### config.mk
export PLATFORM = sky130hd
export DESIGN_NAME = c2dvr_queue
export DESIGN_NICKNAME = d
export VERILOG_FILES = /design/src/rtl/core/c2dvr_pkg.sv /design/src/rtl/core/c2dvr_queue.sv
export SDC_FILE = /design/constraint.sdc
export NUM_CORES = 1
export LEC_CHECK = 0
export BUFFER_PORTS_ARGS = -buffer_cell sky130_fd_sc_hd__buf_4
export CAP_MARGIN = 0
export CORE_AREA = 4 4 331 333
export DETAILED_ROUTE_END_ITERATION = 10
export DIE_AREA = 0 0 335 337
export PLACE_DENSITY = 0.61
export SYNTH_ARGS = -nofsm -noshare
export SYNTH_HDL_FRONTEND = slang
export SYNTH_SLANG_ARGS = --single-unit
### constraint.sdc
create_clock -name aclk -period 47 [get_ports aclk]
set_input_delay 7.05 -clock aclk [delete_from_list [all_inputs] [get_ports aclk]]
set_output_delay 7.05 -clock aclk [all_outputs]
set_load 0.02 [all_outputs]
### src/rtl/core/c2dvr_pkg.sv
// Package for the streaming 2D convolution with bias and ReLU.
// Holds image/kernel geometry, field widths, mode codes and the queue entry type.
// No dependencies.
`default_nettype none

package c2dvr_pkg;

    // geometry
    localparam int IMAGE_SIZE  = 28;
    localparam int KERNEL_SIZE = 7;
    localparam int KAREA       = KERNEL_SIZE * KERNEL_SIZE;
    localparam int LINE_LEN    = (KERNEL_SIZE - 1) * IMAGE_SIZE;
    localparam int POS_W       = $clog2(IMAGE_SIZE);

    // field widths
    localparam int PIX_W   = 8;
    localparam int WT_W    = 16;
    localparam int IDX_W   = 6;
    localparam int COORD_W = 5;
    localparam int BIAS_W  = 32;
    localparam int OUT_W   = 31;

    // arithmetic widths
    localparam int PROD_W = PIX_W + WT_W;
    localparam int ROW_W  = PROD_W + $clog2(KERNEL_SIZE + 1);
    localparam int SUM_W  = PROD_W + $clog2(KAREA + 1);
    localparam int TOT_W  = BIAS_W + 2;

    // item mode codes
    localparam logic MODE_WEIGHT = 1'b0;
    localparam logic MODE_PIXEL  = 1'b1;

    // one queue entry: a weight load or a full window
    typedef struct packed {
        logic                              is_weight;
        logic [IDX_W-1:0]                  weight_index;
        logic signed [WT_W-1:0]            weight_value;
        logic [KAREA-1:0][PIX_W-1:0]       window;
        logic [COORD_W-1:0]                out_row;
        logic [COORD_W-1:0]                out_col;
        logic                              last;
    } q_entry_t;

endpackage

`default_nettype wire

### src/rtl/core/c2dvr_queue.sv
// Two-entry queue between the front and back parts.
// Uses c2dvr_pkg for the entry type.
`default_nettype none

module c2dvr_queue
    import c2dvr_pkg::*;
(
    input  wire logic     aclk,
    input  wire logic     aresetn,
    input  wire logic     push,
    input  wire q_entry_t push_entry,
    output logic          full,
    output logic          q_valid,
    input  wire logic     pop,
    output q_entry_t      pop_entry
);

    q_entry_t    slot_reg [0:1];
    logic        wr_ptr_reg, rd_ptr_reg;
    logic [1:0]  count_reg;
    logic        do_pop;

    assign full      = (count_reg == 2'd2);
    assign q_valid   = (count_reg != 2'd0);
    assign do_pop    = pop && q_valid;
    assign pop_entry = slot_reg[rd_ptr_reg];

    // pointers and fill count
    always_ff @(posedge aclk) begin
        if (!aresetn) begin
            wr_ptr_reg <= 1'b0;
            rd_ptr_reg <= 1'b0;
            count_reg  <= 2'd0;
        end else begin
            if (push) begin
                wr_ptr_reg <= !wr_ptr_reg;
            end
            if (do_pop) begin
                rd_ptr_reg <= !rd_ptr_reg;
            end
            count_reg <= count_reg + {1'b0, push} - {1'b0, do_pop};
        end
    end

    always_ff @(posedge aclk) begin
        if (push) begin
            slot_reg[wr_ptr_reg] <= push_entry;
        end
    end

endmodule

`default_nettype wire

==> summary.txt <==
Clocking
  • Hold_buf cts: 0
  • # H-tree levels: 3
  • Post-CTS Setup Bufs: 0
  • CTS clk-pin slew, worst paths: 0.06 ns
  • Cts bufs inserted: 91
  • Clk buf depth: 3
  • Post-cts resize count: 0
  • Clock latency on the worst-skew pair: approximately 0.64 ns
  • CTS Root Cell: clkbuf_16
  • CTS tree: done
  • Clock sink count: about 860

Cells and area
  • Area Overhead vs Synth: 35.3%
  • Post-route insts no fill: between 3000 and 4000
  • Largest register FFs: around 850
  • # nets final: around 2700
  • Design area: 0.0419 sq mm
  • # fillers: roughly 9700
  • Layout cells sized above 1: 60.7%
  • Fin util: approximately two fifths

Critical path
  • CP Cell Sequence: buf_4, buf_4, buf_4, mux2_2, buf_4
  • Slowest cell delay on critical path: roughly 0.90 ns
  • Worst Path Arrival: 4.44 ns
  • Worst path slowest cell: buf_4
  • Crit-path max FO: 86
  • Crit start category: flip-flop
  • Reg-to-reg critical path startpoint: wr_ptr_reg$_SDFFE_PN0P_
  • Required @ worst endpoint: ~40 ns
  • CP bufs+invs: 4
  • Crit. End Element: output port
  • CP most frequent cell: buf_4
  • Critical path type: flip-flop to output port
  • Top Family by Delay on Critical Path: buffers and inverters

Die
  • Core area: around 0.11 sq mm
  • Rows: 120
  • Starting density of the core: about 29%
  • DIE AREA: about 0.11 sq mm
  • Die Wd: around 340 um
  • I/O pins: approximately 860
  • Die span in y: ~340 um

GRT
  • Global Route Usage Sum: between 10 and 15%
  • Largest net degree at the start of global routing: 87
  • First-pass GRT wire length: approximately 110000 um
  • GRT Residual Overflow: 0
  • Vias in the first global route: between 15000 and 20000
  • Initial antenna violation count: 12

Detailed routing
  • DR WL/cell: 21.6 um
  • WL final: around 81000 um
  • Pre-antenna DRT Iters: 4
  • # DRC: 0
  • 1st-iter DRT viols: 714
  • Total number of vias: about 16000
  • Post-route ant nets: 0
  • Via density: ~4.3

Placed design
  • Setup slack at placement: 35.94 ns
  • DP Area: 0.0390 sq mm
  • Cells after DPL: 3579
  • Detail Placement HPWL: roughly 59000 um
  • RD Place Congestion: 0.874
  • Count of input and output buffers: about 860

Power
  • Int Power: ~1.5 mW
  • Sw frac: between 20% and 30%
  • Sw Pwr: about 0.54 mW
  • Comb pwr share: between 20% and 30%
  • Leak: 15.3 nW
  • Pwr dens: ~49 mW/mm^2
  • Reg power frac: 44.1%
  • Worst VDD drop: 0.0336 mV
  • Clk network pwr share: approximately a third

Timing
  • Final Hold Vio Count: 0
  • Worst Tran Pin Value: about 1.1 ns
  • Final Max Slew Viols: 0
  • Final setup viols: 0
  • RSZ-0062 raised after global routing: false
  • Worst slew margin: between 20% and 30%
  • Setup ws final: 35.51 ns
  • Tcrit/Tclk final: 24.5%
  • Clk_skew: 0.0220 ns
  • Setup tns final: 0 ns
  • Min Tclk post-route: 11.49 ns
  • Maximum clock rate: just under 90 MHz

Synthesis
  • #FFs+latches synth: about 860
  • Syn nets: 1780
  • Yosys warning total: 0
  • Area leader, netlist: edfxtp_1
  • Synth top area share: 82.6%
  • Register area share after synthesis: 83.0%
  • Syn Area/Cell: roughly 23 sq um
  • Netlist cell types: 16
  • Post-Syn Area: ~0.031 sq mm
  • Ys async rst share: 0%
  • Post-Synthesis Cells: between 1000 and 1500
  • Ranking of synthesized cells by area: edfxtp_1 (83%), mux2_2 (15%), buf_6 (0.58%), buf_2 (0.50%), mux2_1 (0.36%)
  • EDFF count, synth: 852
  • Top FF cell, synth: edfxtp_1

Run
  • Max-cap viol count: 0

Worst hold path
  • Hold Crit Class: flip-flop to flip-flop
  • HP Start: rd_ptr_reg$_SDFFE_PN0P_

Outcome
  • Status: finished clean
==> worst reg2reg max path: stages (launching register included) <==
cell,delay (ns)
dfxtp_1,0.35
nor2b_4,0.86
buf_4,0.79
buf_4,0.85
buf_4,0.82
==> logic make-up (layout without fill, tap and decap cells) <==
kind of cell,after synthesis,after routing,share of synthesized area [%]
other,0,7,0
DFF,857,857,83.0
muxes,428,428,15.6
buffers and inverters,49,1043,1.11
adders and majority gates,2,2,0.0808
and+or+nand+nor,9,9,0.174
AOI/OAI and AO/OA,2,2,0.0485
xor gates and xnor gates,1,1,0.0727
==> synthesized netlist by cell type (all sizes together), types with 2 or more instances <==
master	count
and2	2
buf	47
dfxtp	5
edfxtp	852
ha	2
inv	2
mux2	426
mux2i	2
nor2b	4
o21a	2
==> power by group through the flow <==
stage                     clock network [mW]  registers [mW]  logic (mW)
after floorplan                            0           0.931       0.272
after global placement                     0           0.917       0.457
after detailed placement                   0           0.918       0.461
after CTS                              0.712           0.903       0.463
after global routing                   0.744           0.905       0.481
final                                  0.689           0.902       0.455
==> metal layers <==
layer | part of all wire [%] | vias to the layer above | GRT usage (%)
li1 | - | 7254 | -
met1 | 33 | 7979 | 13.1
met2 | 52 | 710 | 24.2
met3 | 10 | 185 | 6.10
met4 | 4.6 | 8 | 7.05
met5 | 0.069 | - | 0
==> area by class of cell <==
class | count | area (sq um) | share of cell area (%)
antenna | 7 | 17.5 | 0.0418
clock buffer | 118 | 2430 | 5.80
clock inverter | 48 | 467 | 1.11
inverter | 2 | 7.51 | 0.0179
multi-input combinational | 442 | 4940 | 11.8
sequential | 857 | 25700 | 61.3
tap | 1403 | 1760 | 4.19
timing repair buffer | 875 | 6570 | 15.7
==> through the flow <==
step,power (mW),hold WS (ns)
floorplan,1.20,0.452
global route,2.13,0.514
CTS,2.08,0.481
global placement,1.37,0.463
detailed placement,1.38,0.472
finish,2.05,0.477
==> placed cells by master, fill, tap and decap left out, drive strengths merged, types with 4 or more instances in the layout <==
cell type and count:
diode 7, dfxtp 5, clkinv 32, bufinv 7
nor2b 4, edfxtp 852, inv 9, buf 875
mux2 426, clkbuf 118
==> path summary, 6_finish.rpt <==
path | slack (ns) | end | cells after the start
setup / recovery | 35.51 | pop_entry[173] | 5
hold / removal | 0.48 | flip-flop | 2
setup reg to reg | 42.87 | slot_reg[0][315]$_DFFE_PP_ | 4
hold reg to reg | 0.48 | flip-flop | 2
(Power assumes the default switching activity.)
