[src/rtl/core/c2dvr_pkg.sv]
// Package for the streaming 2D convolution with bias and ReLU.
// Holds image/kernel geometry, field widths, mode codes and the queue entry type.
// No dependencies.
`default_nettype none

package c2dvr_pkg;

    // geometry
    localparam int IMAGE_SIZE  = 28;
    localparam int KERNEL_SIZE = 7;
    localparam int KAREA       = KERNEL_SIZE * KERNEL_SIZE;
    localparam int LINE_LEN    = (KERNEL_SIZE - 1) * IMAGE_SIZE;
    localparam int POS_W       = $clog2(IMAGE_SIZE);

    // field widths
    localparam int PIX_W   = 8;
    localparam int WT_W    = 16;
    localparam int IDX_W   = 6;
    localparam int COORD_W = 5;
    localparam int BIAS_W  = 32;
    localparam int OUT_W   = 31;

    // arithmetic widths
    localparam int PROD_W = PIX_W + WT_W;
    localparam int ROW_W  = PROD_W + $clog2(KERNEL_SIZE + 1);
    localparam int SUM_W  = PROD_W + $clog2(KAREA + 1);
    localparam int TOT_W  = BIAS_W + 2;

    // item mode codes
    localparam logic MODE_WEIGHT = 1'b0;
    localparam logic MODE_PIXEL  = 1'b1;

    // one queue entry: a weight load or a full window
    typedef struct packed {
        logic                              is_weight;
        logic [IDX_W-1:0]                  weight_index;
        logic signed [WT_W-1:0]            weight_value;
        logic [KAREA-1:0][PIX_W-1:0]       window;
        logic [COORD_W-1:0]                out_row;
        logic [COORD_W-1:0]                out_col;
        logic                              last;
    } q_entry_t;

endpackage

`default_nettype wire

[src/rtl/core/c2dvr_front.sv]
// Front part: accepts transactions, keeps the line delay and the window,
// and classifies each item into a weight load or a window job. Uses c2dvr_pkg.
`default_nettype none

module c2dvr_front
    import c2dvr_pkg::*;
(
    input  wire logic                   aclk,
    input  wire logic                   aresetn,
    input  wire logic                   s_valid,
    output logic                        s_ready,
    input  wire logic                   s_mode,
    input  wire logic [IDX_W-1:0]       s_weight_index,
    input  wire logic signed [WT_W-1:0] s_weight_value,
    input  wire logic [PIX_W-1:0]       s_pixel,
    input  wire logic                   q_full,
    output logic                        q_push,
    output q_entry_t                    q_entry
);

    logic                 accept;
    logic                 pix_acc;
    logic                 produce;
    logic [POS_W-1:0]     row_reg, row_next;
    logic [POS_W-1:0]     col_reg, col_next;
    logic [PIX_W-1:0]     line_reg [0:LINE_LEN-1];
    logic [PIX_W-1:0]     win_reg  [0:KAREA-1];
    logic [PIX_W-1:0]     win_next [0:KAREA-1];
    logic [PIX_W-1:0]     new_col  [0:KERNEL_SIZE-1];

    assign s_ready = !q_full;
    assign accept  = s_valid && s_ready;
    assign pix_acc = accept && (s_mode == MODE_PIXEL);
    assign produce = (row_reg >= POS_W'(KERNEL_SIZE - 1)) &&
                     (col_reg >= POS_W'(KERNEL_SIZE - 1));

    // column entering the window: bottom row is the new pixel
    always_comb begin
        for (int z = 0; z < KERNEL_SIZE; z++) begin
            if (z == KERNEL_SIZE - 1) begin
                new_col[z] = s_pixel;
            end else begin
                new_col[z] = line_reg[(KERNEL_SIZE - 1 - z) * IMAGE_SIZE - 1];
            end
        end
    end

    // window shifted left by one column
    always_comb begin
        for (int z = 0; z < KERNEL_SIZE; z++) begin
            for (int j = 0; j < KERNEL_SIZE; j++) begin
                if (j == KERNEL_SIZE - 1) begin
                    win_next[z*KERNEL_SIZE+j] = new_col[z];
                end else begin
                    win_next[z*KERNEL_SIZE+j] = win_reg[z*KERNEL_SIZE+j+1];
                end
            end
        end
    end

    // raster position
    always_comb begin
        row_next = row_reg;
        col_next = col_reg;
        if (col_reg == POS_W'(IMAGE_SIZE - 1)) begin
            col_next = '0;
            row_next = (row_reg == POS_W'(IMAGE_SIZE - 1)) ? '0 : row_reg + 1'b1;
        end else begin
            col_next = col_reg + 1'b1;
        end
    end

    always_ff @(posedge aclk) begin
        if (!aresetn) begin
            row_reg <= '0;
            col_reg <= '0;
        end else if (pix_acc) begin
            row_reg <= row_next;
            col_reg <= col_next;
        end
    end

    // line delay and window registers, payload only
    always_ff @(posedge aclk) begin
        if (pix_acc) begin
            line_reg[0] <= s_pixel;
            for (int i = 1; i < LINE_LEN; i++) begin
                line_reg[i] <= line_reg[i-1];
            end
            for (int k = 0; k < KAREA; k++) begin
                win_reg[k] <= win_next[k];
            end
        end
    end

    // queue entry
    always_comb begin
        q_push = accept && ((s_mode == MODE_WEIGHT) || produce);
        q_entry.is_weight    = (s_mode == MODE_WEIGHT);
        q_entry.weight_index = s_weight_index;
        q_entry.weight_value = s_weight_value;
        for (int k = 0; k < KAREA; k++) begin
            q_entry.window[k] = win_next[k];
        end
        q_entry.out_row = COORD_W'(row_reg - POS_W'(KERNEL_SIZE - 1));
        q_entry.out_col = COORD_W'(col_reg - POS_W'(KERNEL_SIZE - 1));
        q_entry.last    = (row_reg == POS_W'(IMAGE_SIZE - 1)) &&
                          (col_reg == POS_W'(IMAGE_SIZE - 1));
    end

endmodule

`default_nettype wire

[config.mk]
export PLATFORM = sky130hd
export DESIGN_NAME = c2dvr_front
export DESIGN_NICKNAME = d
export VERILOG_FILES = /design/src/rtl/core/c2dvr_pkg.sv /design/src/rtl/core/c2dvr_front.sv
export SDC_FILE = /design/constraint.sdc
export NUM_CORES = 1
export LEC_CHECK = 0
export BUFFER_PORTS_ARGS = -buffer_cell sky130_fd_sc_hd__buf_4
export CORE_UTILIZATION = 43
export DETAILED_ROUTE_END_ITERATION = 8
export PLACE_DENSITY = 0.68
export SLEW_MARGIN = 0
export SYNTH_ARGS = -nofsm -noshare
export SYNTH_HDL_FRONTEND = slang
export SYNTH_SLANG_ARGS = --single-unit
[constraint.sdc]
create_clock -name aclk -period 133.6 [get_ports aclk]
set_input_delay 33.4 -clock aclk [delete_from_list [all_inputs] [get_ports aclk]]
set_output_delay 33.4 -clock aclk [all_outputs]
set_load 0.05 [all_outputs]
==> metrics.cfg <==
[synthesis]
syn_nets = 1881
ys_types = 28
yosys.area_share.simple_pct = 0.3431
syn_area_sq_um = 45220
syn-mean-instance-area_sq_um = 24.58
synthMuxAreaShare_pct = 0.06640
syn_inst = 1840
synth_top_family_by_area = buffers and inverters
seq_area_frac_synth_pct = 92.88
synth-xor-area-share_pct = 0.07747
ys_ff_latch = 1402
synth_fa_ha_area_share_pct = 0.1660
ys_warn_count = 0
synth_compound_area_share_pct = 0.2296

[global_route]
grt-ovfl-total = 0
track_usage_pct = 10.76
grt_max_degree = 210
grt_first_pass_wirelength_mm = 90.74
grt_antenna_before_repair = 0
grt_pass1_vias = 15650

[detailed_routing]
drc = 0
met2_wirelength_mm = 25.19
route.detailed.vias_per_inst = 4.513
num_vias = 15920
ant_nets = 0
met1_length_mm = 27.05
dr.first_iter.drc_count = 1432
wl_mm = 57.52
dr.max_layer_used = met4
firstDrtPassIters = 5
wl_per_cell_um = 16.30
dr_wl_met3_mm = 3.766

[layout]
multi_input_area_sq_um = 399.1
largest_reg_flops = 1074
drive_gt1_share_pct = 28.54
final_nets = 2081
synthToLayoutAreaGrowth_pct = 14.56
postLayoutCellArea_sq_um = 51810
regArea_sq_um = 42000
fillers = 8043
diodes = 0

[clocking]
cts_setup_buffers = 0
clkLatencyLatePin_ps = 720
htreeDepth = 4
ctsResizeCount = 0
cts_inserted_buffers = 139
root_buffer = clkbuf_16
cts.sinks = 1402
clockBufferDepth = 3
path_clk_slew_ps = 60
cts_hold_buf = 0
cts_tree = yes

[die]
die_width_um = 326.3
dieHeight_um = 326.3
initial_utilization_pct = 43.51
dieArea_sq_um = 106500
core-area_sq_um = 103900
ioPinCount = 463
core.rowCount = 118

[sta]
slew_viol_final = 0
hold_slack_ps = 404.3
max_freq_mhz = 14.85
period_minus_slack_ps = 67320
setup-tns-final_ps = 0
tightest_slew_ps = 1196
fin_crit_sh_pct = 50.39
slew_headroom_pct = 20.28
final-setup-viol-count = 0
final-hold-violation-count = 0
finalClockSkew_ps = 22.58
rsz0062_at_grt = no

[place]
placed_area_sq_um = 47430
port_buffers = 418
gp_congestion = 0.8205
dpl.hpwl_mm = 28.71

[hold_path]
hold_path_depth = 0
hold_path_class = reg -> reg

[critical_path]
startpoint_type = input pin
required_ps = 100200
crit_type = in -> out
critical_path.max_fanout = 3
worstRegToRegCells = 4
end_kind = output pin
crit_arrival_ps = 33920

[power]
irDropWorstVdd_mv = 0.01635
power_density_nw_per_um2 = 17.16
finalPower_w = 0.0008891
p_leak_nw = 17.22

[outcome]
status = complete, no violations

[job]
cap_viol_max_count = 0

==> worst paths after layout <==
| check | startpoint | end | slack [ps] |
|---|---|---|---|
| setup / recovery | s_mode | q_push | 66280 |
| hold / removal | line_reg[1][315] | line_reg[1][323] | 400 |
| setup reg to reg | col_reg[1] | row_reg[3] | 131940 |
| hold reg to reg | line_reg[1][315] | line_reg[1][323] | 400 |
==> synthesized netlist by cell type, drive strengths merged <==
cell type	number	area [sq um]
dfxtp	10	200.2
nand3b	4	30.03
nor2	1	3.750
mux2i	3	30.03
a2111oi	2	17.52
a311oi	1	8.760
o22ai	1	6.260
inv	8	30.03
a211oi	1	7.510
or4	1	7.510
nand4	2	12.51
o32ai	1	8.760
nand2	9	33.78
and3	1	6.260
nand3	3	15.01
and4b	1	10.01
xnor2	2	17.52
a21oi	8	40.04
nand4b	2	17.52
xor2	2	17.52
buf	372	2789
or3	3	18.77
o21ai	3	15.01
edfxtp	1392	41800
ha	6	75.07
clkinv	1	3.750
==> cells by family after synthesis <==
family,Yosys count
xor+xnor,4
fa+ha+maj,6
compound gates,17
simple gates,27
flops,1402
mux,3
buf+inv,381
==> area by class of cell <==
| class | count | share of cell area (%) |
|---|---|---|
| flip-flops and latches | 1402 | 81.07 |
| clock buffers | 179 | 7.084 |
| repair buffers | 431 | 6.294 |
| well taps | 1380 | 3.333 |
| clock inverters | 70 | 1.369 |
| multi-input cells | 57 | 0.7704 |
| inverters | 9 | 0.07970 |
==> cell usage in the layout (no fill, tap or decap), types with 4 or more instances in the layout <==
cell	n
a21oi_1	8
buf_4	429
bufinv_16	10
clkbuf_1	37
clkbuf_16	140
clkinv_1	31
clkinv_2	8
dfxtp_1	10
edfxtp_1	1392
ha_1	6
inv_1	8
inv_6	10
nand2_1	9
nand3b_1	4
==> report_power, final <==
group | total, W | internal, W | switching, W
sequential | 0.000497 | 0.000493 | 0.00000367
combinational | 0.0000208 | 0.00000392 | 0.0000169
clock | 0.000371 | 0.000215 | 0.000156
total | 0.000889 | 0.000712 | 0.000177
==> through the flow <==
step	cells	utilization [%]	setup slack, ps
after global routing	3528	49.84	66240
after global placement	3279	45.63	66250
after CTS	3528	49.84	66270
after floorplan	1840	-	64300
final	3528	49.84	66280
after detailed placement	3279	45.63	66270
==> worst max-delay path, stage by stage <==
cell,delay [ps]
buf_4,120
o21ai_0,50
and3_1,160
buf_4,190
==> metal layers <==
| metal | vias up | global-route usage, % |
|---|---|---|
| met1 | 8130 | 15.81 |
| met4 | 0 | 4.724 |
| li1 | 7159 | - |
| met3 | 128 | 3.443 |
| met5 | - | 0 |
| met2 | 504 | 14.70 |
(Power assumes the default switching activity.)
